## src/hw/rtl/sgs_pkg.sv

```systemverilog
// ----------------------------------------------------------------------------
// Sobel gradient stream package
// Shared types, constants and the arctangent table of the angle unit.
// ----------------------------------------------------------------------------
package sgs_pkg;

   localparam int MAX_LINE     = 1024;
   localparam int HEIGHT_LIMIT = 4096;
   localparam int COL_W        = $clog2(MAX_LINE);
   localparam int ROW_W        = $clog2(HEIGHT_LIMIT);
   localparam int WIDTH_W      = 11;
   localparam int HEIGHT_W     = 13;
   localparam int PIX_W        = 8;
   localparam int GRAD_W       = 11;
   localparam int MAG_W        = 15;
   localparam int ANG_W        = 16;
   localparam int SUMSQ_W      = 29;
   localparam int CORD_W       = 30;
   localparam int ACC_W        = 20;
   localparam int ANGLE_STEPS  = 19;
   localparam int STEP_W       = 5;
   localparam int ROOT_BITS    = 15;
   localparam int CSR_IDX_W    = 8;
   localparam int CSR_DATA_W   = 13;
   localparam int RSP_DATA_W   = 72;

   // Register indexes of the configuration port.
   localparam logic [CSR_IDX_W-1:0] REG_IMAGE_WIDTH  = 8'd0;
   localparam logic [CSR_IDX_W-1:0] REG_IMAGE_HEIGHT = 8'd1;

   localparam logic [WIDTH_W-1:0]  WIDTH_RESET  = 11'd640;
   localparam logic [HEIGHT_W-1:0] HEIGHT_RESET = 13'd480;
   localparam logic [ANG_W-1:0]    ANGLE_ZERO_GRAD = 16'd32768;

   typedef enum logic [2:0] {
      ST_IDLE,
      ST_WINDOW,
      ST_SQUARE,
      ST_SUM,
      ST_ITER,
      ST_ROUND,
      ST_EMIT
   } sgs_state_type;

   // Commands from the controller to the datapath.
   typedef struct packed {
      logic              capture;
      logic              window;
      logic              square;
      logic              sum;
      logic              iterate;
      logic [STEP_W-1:0] step;
      logic              round;
      logic              emit;
   } sgs_cmd_type;

   // Status from the datapath to the controller.
   typedef struct packed {
      logic interior;
      logic out_free;
   } sgs_status_type;

   // Arctangent of 2^-i in units of 2^-20 turn, rounded.
   function automatic logic [ACC_W-1:0] atan_units(input logic [STEP_W-1:0] step);
      logic [ACC_W-1:0] value;
      unique case (step)
         5'd0:    value = 20'd131072;
         5'd1:    value = 20'd77376;
         5'd2:    value = 20'd40884;
         5'd3:    value = 20'd20753;
         5'd4:    value = 20'd10417;
         5'd5:    value = 20'd5213;
         5'd6:    value = 20'd2607;
         5'd7:    value = 20'd1304;
         5'd8:    value = 20'd652;
         5'd9:    value = 20'd326;
         5'd10:   value = 20'd163;
         5'd11:   value = 20'd81;
         5'd12:   value = 20'd41;
         5'd13:   value = 20'd20;
         5'd14:   value = 20'd10;
         5'd15:   value = 20'd5;
         5'd16:   value = 20'd3;
         5'd17:   value = 20'd1;
         5'd18:   value = 20'd1;
         default: value = 20'd0;
      endcase
      return value;
   endfunction

endpackage

```

## src/hw/rtl/sgs_controller.sv

```systemverilog
// ----------------------------------------------------------------------------
// Sobel gradient stream controller
// Sequences one item through window, square, sum, iterate, round and emit steps.
// ----------------------------------------------------------------------------
module sgs_controller (
   input  logic                    clock,
   input  logic                    reset,
   input  logic                    req_tvalid,
   output logic                    req_tready,
   input  sgs_pkg::sgs_status_type status,
   output sgs_pkg::sgs_cmd_type    cmd
);
   import sgs_pkg::*;

   sgs_state_type     state_ff, state_in;
   logic [STEP_W-1:0] step_ff, step_in;

   // Next state.
   always_comb begin
      state_in = state_ff;
      unique case (state_ff)
         ST_IDLE:   if (req_tvalid) state_in = ST_WINDOW;
         ST_WINDOW: state_in = status.interior ? ST_SQUARE : ST_IDLE;
         ST_SQUARE: state_in = ST_SUM;
         ST_SUM:    state_in = ST_ITER;
         ST_ITER:   if (step_ff == STEP_W'(ANGLE_STEPS - 1)) state_in = ST_ROUND;
         ST_ROUND:  state_in = ST_EMIT;
         ST_EMIT:   if (status.out_free) state_in = ST_IDLE;
         default:   state_in = ST_IDLE;
      endcase
   end

   // Step counter of the shared iteration state.
   always_comb begin
      step_in = '0;
      if (state_ff == ST_ITER) step_in = step_ff + STEP_W'(1);
   end

   // Outputs.
   always_comb begin
      req_tready  = (state_ff == ST_IDLE);
      cmd         = '0;
      cmd.step    = step_ff;
      cmd.capture = (state_ff == ST_IDLE) && req_tvalid;
      cmd.window  = (state_ff == ST_WINDOW);
      cmd.square  = (state_ff == ST_SQUARE);
      cmd.sum     = (state_ff == ST_SUM);
      cmd.iterate = (state_ff == ST_ITER);
      cmd.round   = (state_ff == ST_ROUND);
      cmd.emit    = (state_ff == ST_EMIT) && status.out_free;
   end

   always_ff @(posedge clock) begin
      if (reset) begin
         state_ff <= ST_IDLE;
         step_ff  <= '0;
      end else begin
         state_ff <= state_in;
         step_ff  <= step_in;
      end
   end

endmodule

```

## config.mk

```make
export PLATFORM = sky130hd
export DESIGN_NAME = sgs_controller
export DESIGN_NICKNAME = d
export VERILOG_FILES = /design/src/hw/rtl/sgs_pkg.sv /design/src/hw/rtl/sgs_controller.sv
export SDC_FILE = /design/constraint.sdc
export NUM_CORES = 1
export LEC_CHECK = 0
export BUFFER_PORTS_ARGS = -buffer_cell sky130_fd_sc_hd__buf_2
export CAP_MARGIN = 20
export CORE_AREA = 2 2 39 41
export CTS_CLUSTER_SIZE = 16
export DETAILED_ROUTE_END_ITERATION = 7
export DIE_AREA = 0 0 41 43
export PLACE_DENSITY = 0.58
export SLEW_MARGIN = 20
export SYNTH_ARGS = -nofsm -noshare
export SYNTH_HDL_FRONTEND = slang
export SYNTH_SLANG_ARGS = --single-unit
```

## constraint.sdc

```tcl
create_clock -name clock -period 2 [get_ports clock]
set_input_delay 0 -clock clock [delete_from_list [all_inputs] [get_ports clock]]
set_output_delay 0 -clock clock [all_outputs]
set_load 0.02 [all_outputs]
```

==> summary.txt, run 1 <==
Power
  • Design internal power: 271 uW
  • Net Sw Frac: 28.6%
  • Net switching power: 109 uW
  • Worst VDD drop: 0.303 mV
  • Clock Power Share: 29.7%
  • Reg power frac: 49.3%
  • Pleak: 0.000254 uW
  • Combinational power share: 21.0%
  • Pwr Density: 691 mW/mm^2

Global routing
  • Met2 usage: 14.1%
  • Total GRT Usage: 10.5%
  • First-pass GRT wire length: 1.26 mm
  • GRT busiest layer: met1
  • Number of global-route vias before repair: 327
  • Largest net degree at the start of global routing: 15
  • Congestion Overflow GR: 0
  • Met1 Usage GRT: 14.3%
  • Met3 Use GR: 1.57%
  • Initial antenna violation count: 0

Synth
  • Simple-gate portion of the synthesized area: 32.4%
  • Synth Area in Adders: 5.83%
  • Mean Syn Cell Area: 9.13 sq um
  • Ys Warns: 0
  • Mapped cell area: 429 sq um
  • Largest family of logic cells by synthesized area: simple AND/OR/NAND/NOR gates
  • XOR/XNOR Fraction of Synth Area: 6.12%
  • Compound-Gate Fraction of Synth Area: 12.5%
  • Mapped Cells: 47
  • Mux cell area share after synthesis: 0%
  • Yosys reg bits: 8
  • Net Count, Synth: 54
  • Synth unique cells: 21
  • Sequential cell area fraction in the yosys report: 37.3%

Worst setup path
  • Buf/Inv on CP: 1
  • Setup CP Type: reg -> out
  • Worst endpoint required time: 2.00 ns
  • Max incr delay on CP: 0.42 ns
  • CP max FO: 13
  • CP delay by family, top: simple AND/OR/NAND/NOR gates
  • Arrival @ worst endpoint: 1.34 ns
  • Critical path capture point type: output pin
  • CP Depth: 3
  • Startpoint Class: flop
  • Worst Reg2Reg Path Length in Cells: 2
  • Critical-path cell list: nor3_1 -> and2_1 -> buf_2
  • CP max stage cell: dfxtp_1

Timing
  • Clk_skew: 0.00345 ns
  • Max-slew violation count: 0
  • RSZ-0062 raised after global routing: no
  • Fin Hold WS: 0.0488 ns
  • Worst Tran Pin Value: 0.405 ns
  • Setup total negative slack: 0 ns
  • F_max: 744 MHz
  • Setup violations, final: 0
  • Final critical-path share of the clock period: 67.2%
  • Hold Violations, Final: 0
  • Slew HR: 73.0%
  • Period minus WS final: 1.34 ns

Clock tree
  • Clk slew on worst S/H paths: 0.05 ns
  • CTS root buf: clkbuf_4
  • Max Root-Sink Buffers: 2
  • TritonCTS clock tree: built
  • Clk Latency, worst-skew pair: 0.24 ns
  • Clk sinks: 8
  • CTS H-tree depth: 1
  • Post-CTS setup buffers: 0
  • CTS Buf Count: 3

Routing
  • Via count: 386
  • Vias per cell: 4.77
  • DR WL/cell: 10.3 microns
  • Post-route DRC violation count: 0
  • Routed Antenna Nets: 0
  • Post-Route WL: 832 microns
  • Starting DRT DRC Count: 1
  • DR pass1 iterations: 3

Floorplan
  • IO Count: 18
  • Die ar.: 0.00176 sq mm
  • Die W: 41 microns
  • Die height: 43 microns
  • Starting Density: 31.0%
  • Site Rows: 14
  • Core ar.: 0.00138 sq mm

Min path
  • Hold Crit Depth: 3
  • Hold Path Class: in -> reg

Run
  • Max Cap Viol: 0

Outcome
  • Status: complete, no violations

Cells and area
  • Layout cell share with drive strength beyond 1: 35.4%
  • Diodes inserted: 0
  • Most common cell after layout, fill and taps aside: buf_2
  • Fin nets: 74
  • Most frequent cells in the layout: buf_2 (17), dfxtp_1 (8), nor2_1 (7)
  • Layout area overhead: 28.0%

Placed design
  • # port buffers: 17
  • Routability cong.: 0.699
  • Dpl hpwl: 603 microns
repair_timing:
| item | CTS | global route |
|---|---|---|
| resized for setup | 0 | 0 |
| hold buffers | 1 | 0 |
| endpoints found under the setup margin | 0 | 0 |
| hold endpoints to repair | 3 | 0 |
final cells by class:
cell class	count	area [sq um]
clock buffers	3	22.5
well taps	16	20.0
multi-input cells	34	244
inverters	2	7.51
fillers	155	835
flip-flops and latches	8	160
repair buffers	18	95.1
cells in the mapped netlist, drive strengths merged:
master	n	area, sq um
nor3b	3	22.5
xnor2	1	8.76
a21oi	2	10.0
nor2b	1	6.26
and2	1	6.26
nor3	3	15.0
and3b	2	17.5
nand3	3	15.0
a2111oi	2	30.0
nor2	7	26.3
o32ai	1	8.76
ha	2	25.0
inv	2	7.51
o21ai	1	5.00
dfxtp	8	160
and4b	1	10.0
nand2b	1	6.26
buf	3	17.5
xor2	2	17.5
or4b	1	13.8
layer usage:
metal / vias to the layer above / part of all wire, %
met5: - / 0
met2: 10 / 44
met4: 0 / 1.7
met3: 2 / 4.2
met1: 165 / 50
li1: 209 / -
final timing paths:
kind,start,endpoint,slack (ns)
max,state_ff[1]$_SDFFE_PP0P_,cmd[11],0.66
max reg2reg,state_ff[2]$_SDFFE_PP0P_,step_ff[0]$_SDFF_PP0_,0.73
min,req_tvalid,state_ff[1]$_SDFFE_PP0P_,0.05
min reg2reg,step_ff[0]$_SDFF_PP0_,step_ff[0]$_SDFF_PP0_,0.50
power by group through the flow:
stage / registers (uW) / logic, uW / clock network [uW]
3_3_place_gp: 190 / 78.7 / 0
3_5_place_dp: 190 / 78.8 / 0
5_1_grt: 190 / 86.0 / 133
6_report: 187 / 79.6 / 113
2_1_floorplan: 176 / 71.8 / 0
4_1_cts: 187 / 80.6 / 120
kinds of logic after synthesis:
logic type,count (synthesis)
adders and majority gates,2
and+or+nand+nor,23
buffers and inverters,5
DFF,8
xor gates and xnor gates,3
AOI/OAI and AO/OA,6
worst min-delay path: cells and delay by family:
family / cells / cell delay [ns]
compound gates: 1 / 0.05
buf+inv: 2 / 0.18
registers in the layout (all words and copies together) (netlist names):
signal,count
state_ff,3
step_ff,5
metrics by stage:
| stage | std cells | setup slack, ns | power [uW] | area [sq um] | utilization, % |
|---|---|---|---|---|---|
| 6_report | 81 | 0.655 | 380 | 549 | 39.7 |
| 3_5_place_dp | 77 | 0.724 | 269 | 517 | 37.3 |
| 4_1_cts | 81 | 0.642 | 388 | 549 | 39.7 |
| 3_3_place_gp | 77 | 0.751 | 268 | 517 | 37.3 |
| 2_1_floorplan | 47 | 0.611 | 248 | 429 | - |
| 5_1_grt | 81 | 0.521 | 410 | 549 | 39.7 |
No activity file was read; power rests on OpenSTA's default activity.
==> run 2, diff against run 1 <==
- clock period: 2 -> 1.3 ns (I/O delays scaled with it)
==> run 2 against run 1 <==
Net effect:
- routed wire length grew 5.5%
- sequential share of layout area shrank 0.80 points
- setup slack lost 0.54 ns
- cell area grew 6.8%
- first-iteration DRC count grew to 5.0 times the previous value
- critical path depth did not move
- flip-flop and latch count stayed put
- hold slack got worse by 0.0034 ns
- critical endpoint is now cmd[7]
==> summary.txt, run 2 (synthesis results as in run 1) <==
Outcome
  • Status: complete, no violations

Cells and area
  • Most common cell after layout, fill and taps aside: buf_2
  • Fin nets: 76
  • Finished Layout Cells: 83
  • Most frequent cells in the layout: buf_2 (17), nor2_1 (7), dfxtp_1 (5)
  • Diodes inserted: 0
  • Largest registers: step_ff: 5 flops, state_ff: 3 flops
  • Layout cell share with drive strength beyond 1: 44.8%
  • Layout area overhead: 36.7%
  • Largest register by flop count: step_ff
  • Largest register FFs: 5
  • Fillers: 148

Routing
  • DR pass1 iterations: 3
  • Post-Route WL: 878 microns
  • Post-route DRC violation count: 0
  • Vias per cell: 4.78
  • Routed Antenna Nets: 0
  • Via count: 397
  • Starting DRT DRC Count: 5
  • DR WL/cell: 10.6 microns

Power
  • Net switching power: 182 uW
  • Design internal power: 434 uW
  • Reg power frac: 46.8%
  • Clock Power Share: 29.4%
  • Pleak: 0.000270 uW
  • Pwr Density: 1050 mW/mm^2
  • Worst VDD drop: 0.388 mV
  • Combinational power share: 23.8%
  • Net Sw Frac: 29.6%

Worst setup path
  • CP max FO: 8
  • Arrival @ worst endpoint: 1.18 ns
  • Worst endpoint required time: 1.30 ns
  • Critical-path cell list: buf_4 -> nor3b_1 -> buf_2
  • CP max stage cell: dfxtp_2
  • Max incr delay on CP: 0.41 ns
  • Startpoint Class: flop
  • Buf/Inv on CP: 2
  • Setup CP Type: reg -> out
  • CP delay by family, top: flip-flops
  • Crit path from: state_ff[2]$_SDFFE_PP0P_
  • RR Startpoint: state_ff[1]$_SDFFE_PP0P_
  • Critical path capture point type: output pin

Clock tree
  • Clk Latency, worst-skew pair: 0.25 ns
  • CTS H-tree depth: 1
  • CTS root buf: clkbuf_4
  • TritonCTS clock tree: built
  • CTS Buf Count: 3
  • Clk slew on worst S/H paths: 0.05 ns
  • Clk sinks: 8
  • Post-CTS setup buffers: 0
  • Max Root-Sink Buffers: 2

Timing
  • Hold Violations, Final: 0
  • Clk_skew: 0.00285 ns
  • Setup total negative slack: 0 ns
  • Final critical-path share of the clock period: 90.8%
  • RSZ-0062 raised after global routing: no
  • Setup violations, final: 0
  • Setup WS post-layout: 0.120 ns
  • Slew HR: 80.0%
  • Max-slew violation count: 0
  • Period minus WS final: 1.18 ns
  • F_max: 847 MHz
  • Worst Tran Pin Value: 0.300 ns
  • Fin Hold WS: 0.0453 ns

Placed design
  • Place WS: 0.0939 ns
  • Placed Cells: 79
  • Routability cong.: 0.641
  • # port buffers: 17
  • Dpl hpwl: 653 microns

Global routing
  • Number of global-route vias before repair: 339
  • Largest net degree at the start of global routing: 14
  • Congestion Overflow GR: 0
  • Total GRT Usage: 12.2%
  • First-pass GRT wire length: 1.38 mm
  • Initial antenna violation count: 0

Min path
  • Hold Path Class: in -> reg
  • Worst min-delay path startpoint: req_tvalid

Floorplan
  • Core ar.: 0.00138 sq mm
  • Starting Density: 31.0%
  • Die ar.: 0.00176 sq mm
  • IO Count: 18
  • Die W: 41 microns
  • Site Rows: 14
  • Die height: 43 microns

Run
  • Max Cap Viol: 0
==> run 2: cell count changes in the layout (fill, tap and decap cells not counted), sizes merged <==
cell  previous run  this run
buf             17        19
==> run 2: cell type report <==
class,count,area [sq um],area share (%)
Inverter,2,7.51,1.28
Sequential cell,8,166,28.4
Timing Repair Buffer,20,110,18.8
Clock buffer,3,22.5,3.84
Multi-Input combinational cell,34,260,44.3
Tap cell,16,20.0,3.41
==> run 2: worst min-delay path, stage by stage <==
cell	delay, ns
buf_2	0.12
inv_1	0.06
a2111oi_2	0.06
==> run 2: final timing paths <==
| check | slack [ns] | cells after the start | endpoint |
|---|---|---|---|
| setup / recovery | 0.12 | 3 | cmd[7] |
| hold reg to reg | 0.48 | 1 | step_ff[0]$_SDFF_PP0_ |
| hold / removal | 0.05 | 3 | state_ff[1]$_SDFFE_PP0P_ |
| setup reg to reg | 0.14 | 2 | step_ff[2]$_SDFF_PP0_ |
==> run 2: power by group through the flow <==
stage | registers (uW) | clock network [uW] | logic [uW]
floorplan | 271 | 0 | 113
global placement | 287 | 0 | 138
detailed placement | 287 | 0 | 140
CTS | 282 | 190 | 143
global route | 292 | 214 | 163
finish | 288 | 181 | 146
==> run 2: repair_timing <==
action                                  CTS  global route
hold buffers                              1             0
resized for setup                         0             6
endpoints found under the setup margin    0             8
endpoints found under the hold margin     3             0
==> run 2: metrics by stage <==
step	power, uW	instance area (sq um)	util, %
global route	669	587	42.4
global placement	425	537	38.8
floorplan	384	434	-
finish	616	587	42.4
CTS	615	569	41.1
detailed placement	427	537	38.8
==> run 2: routing by layer <==
metal / track usage (%) / vias to the layer above / wire length (microns)
li1: - / 205 / -
met1: 14.9 / 176 / 412
met2: 15.9 / 16 / 377
met3: 4.71 / 0 / 88
met4: 10.0 / 0 / 0
met5: 0 / - / 0
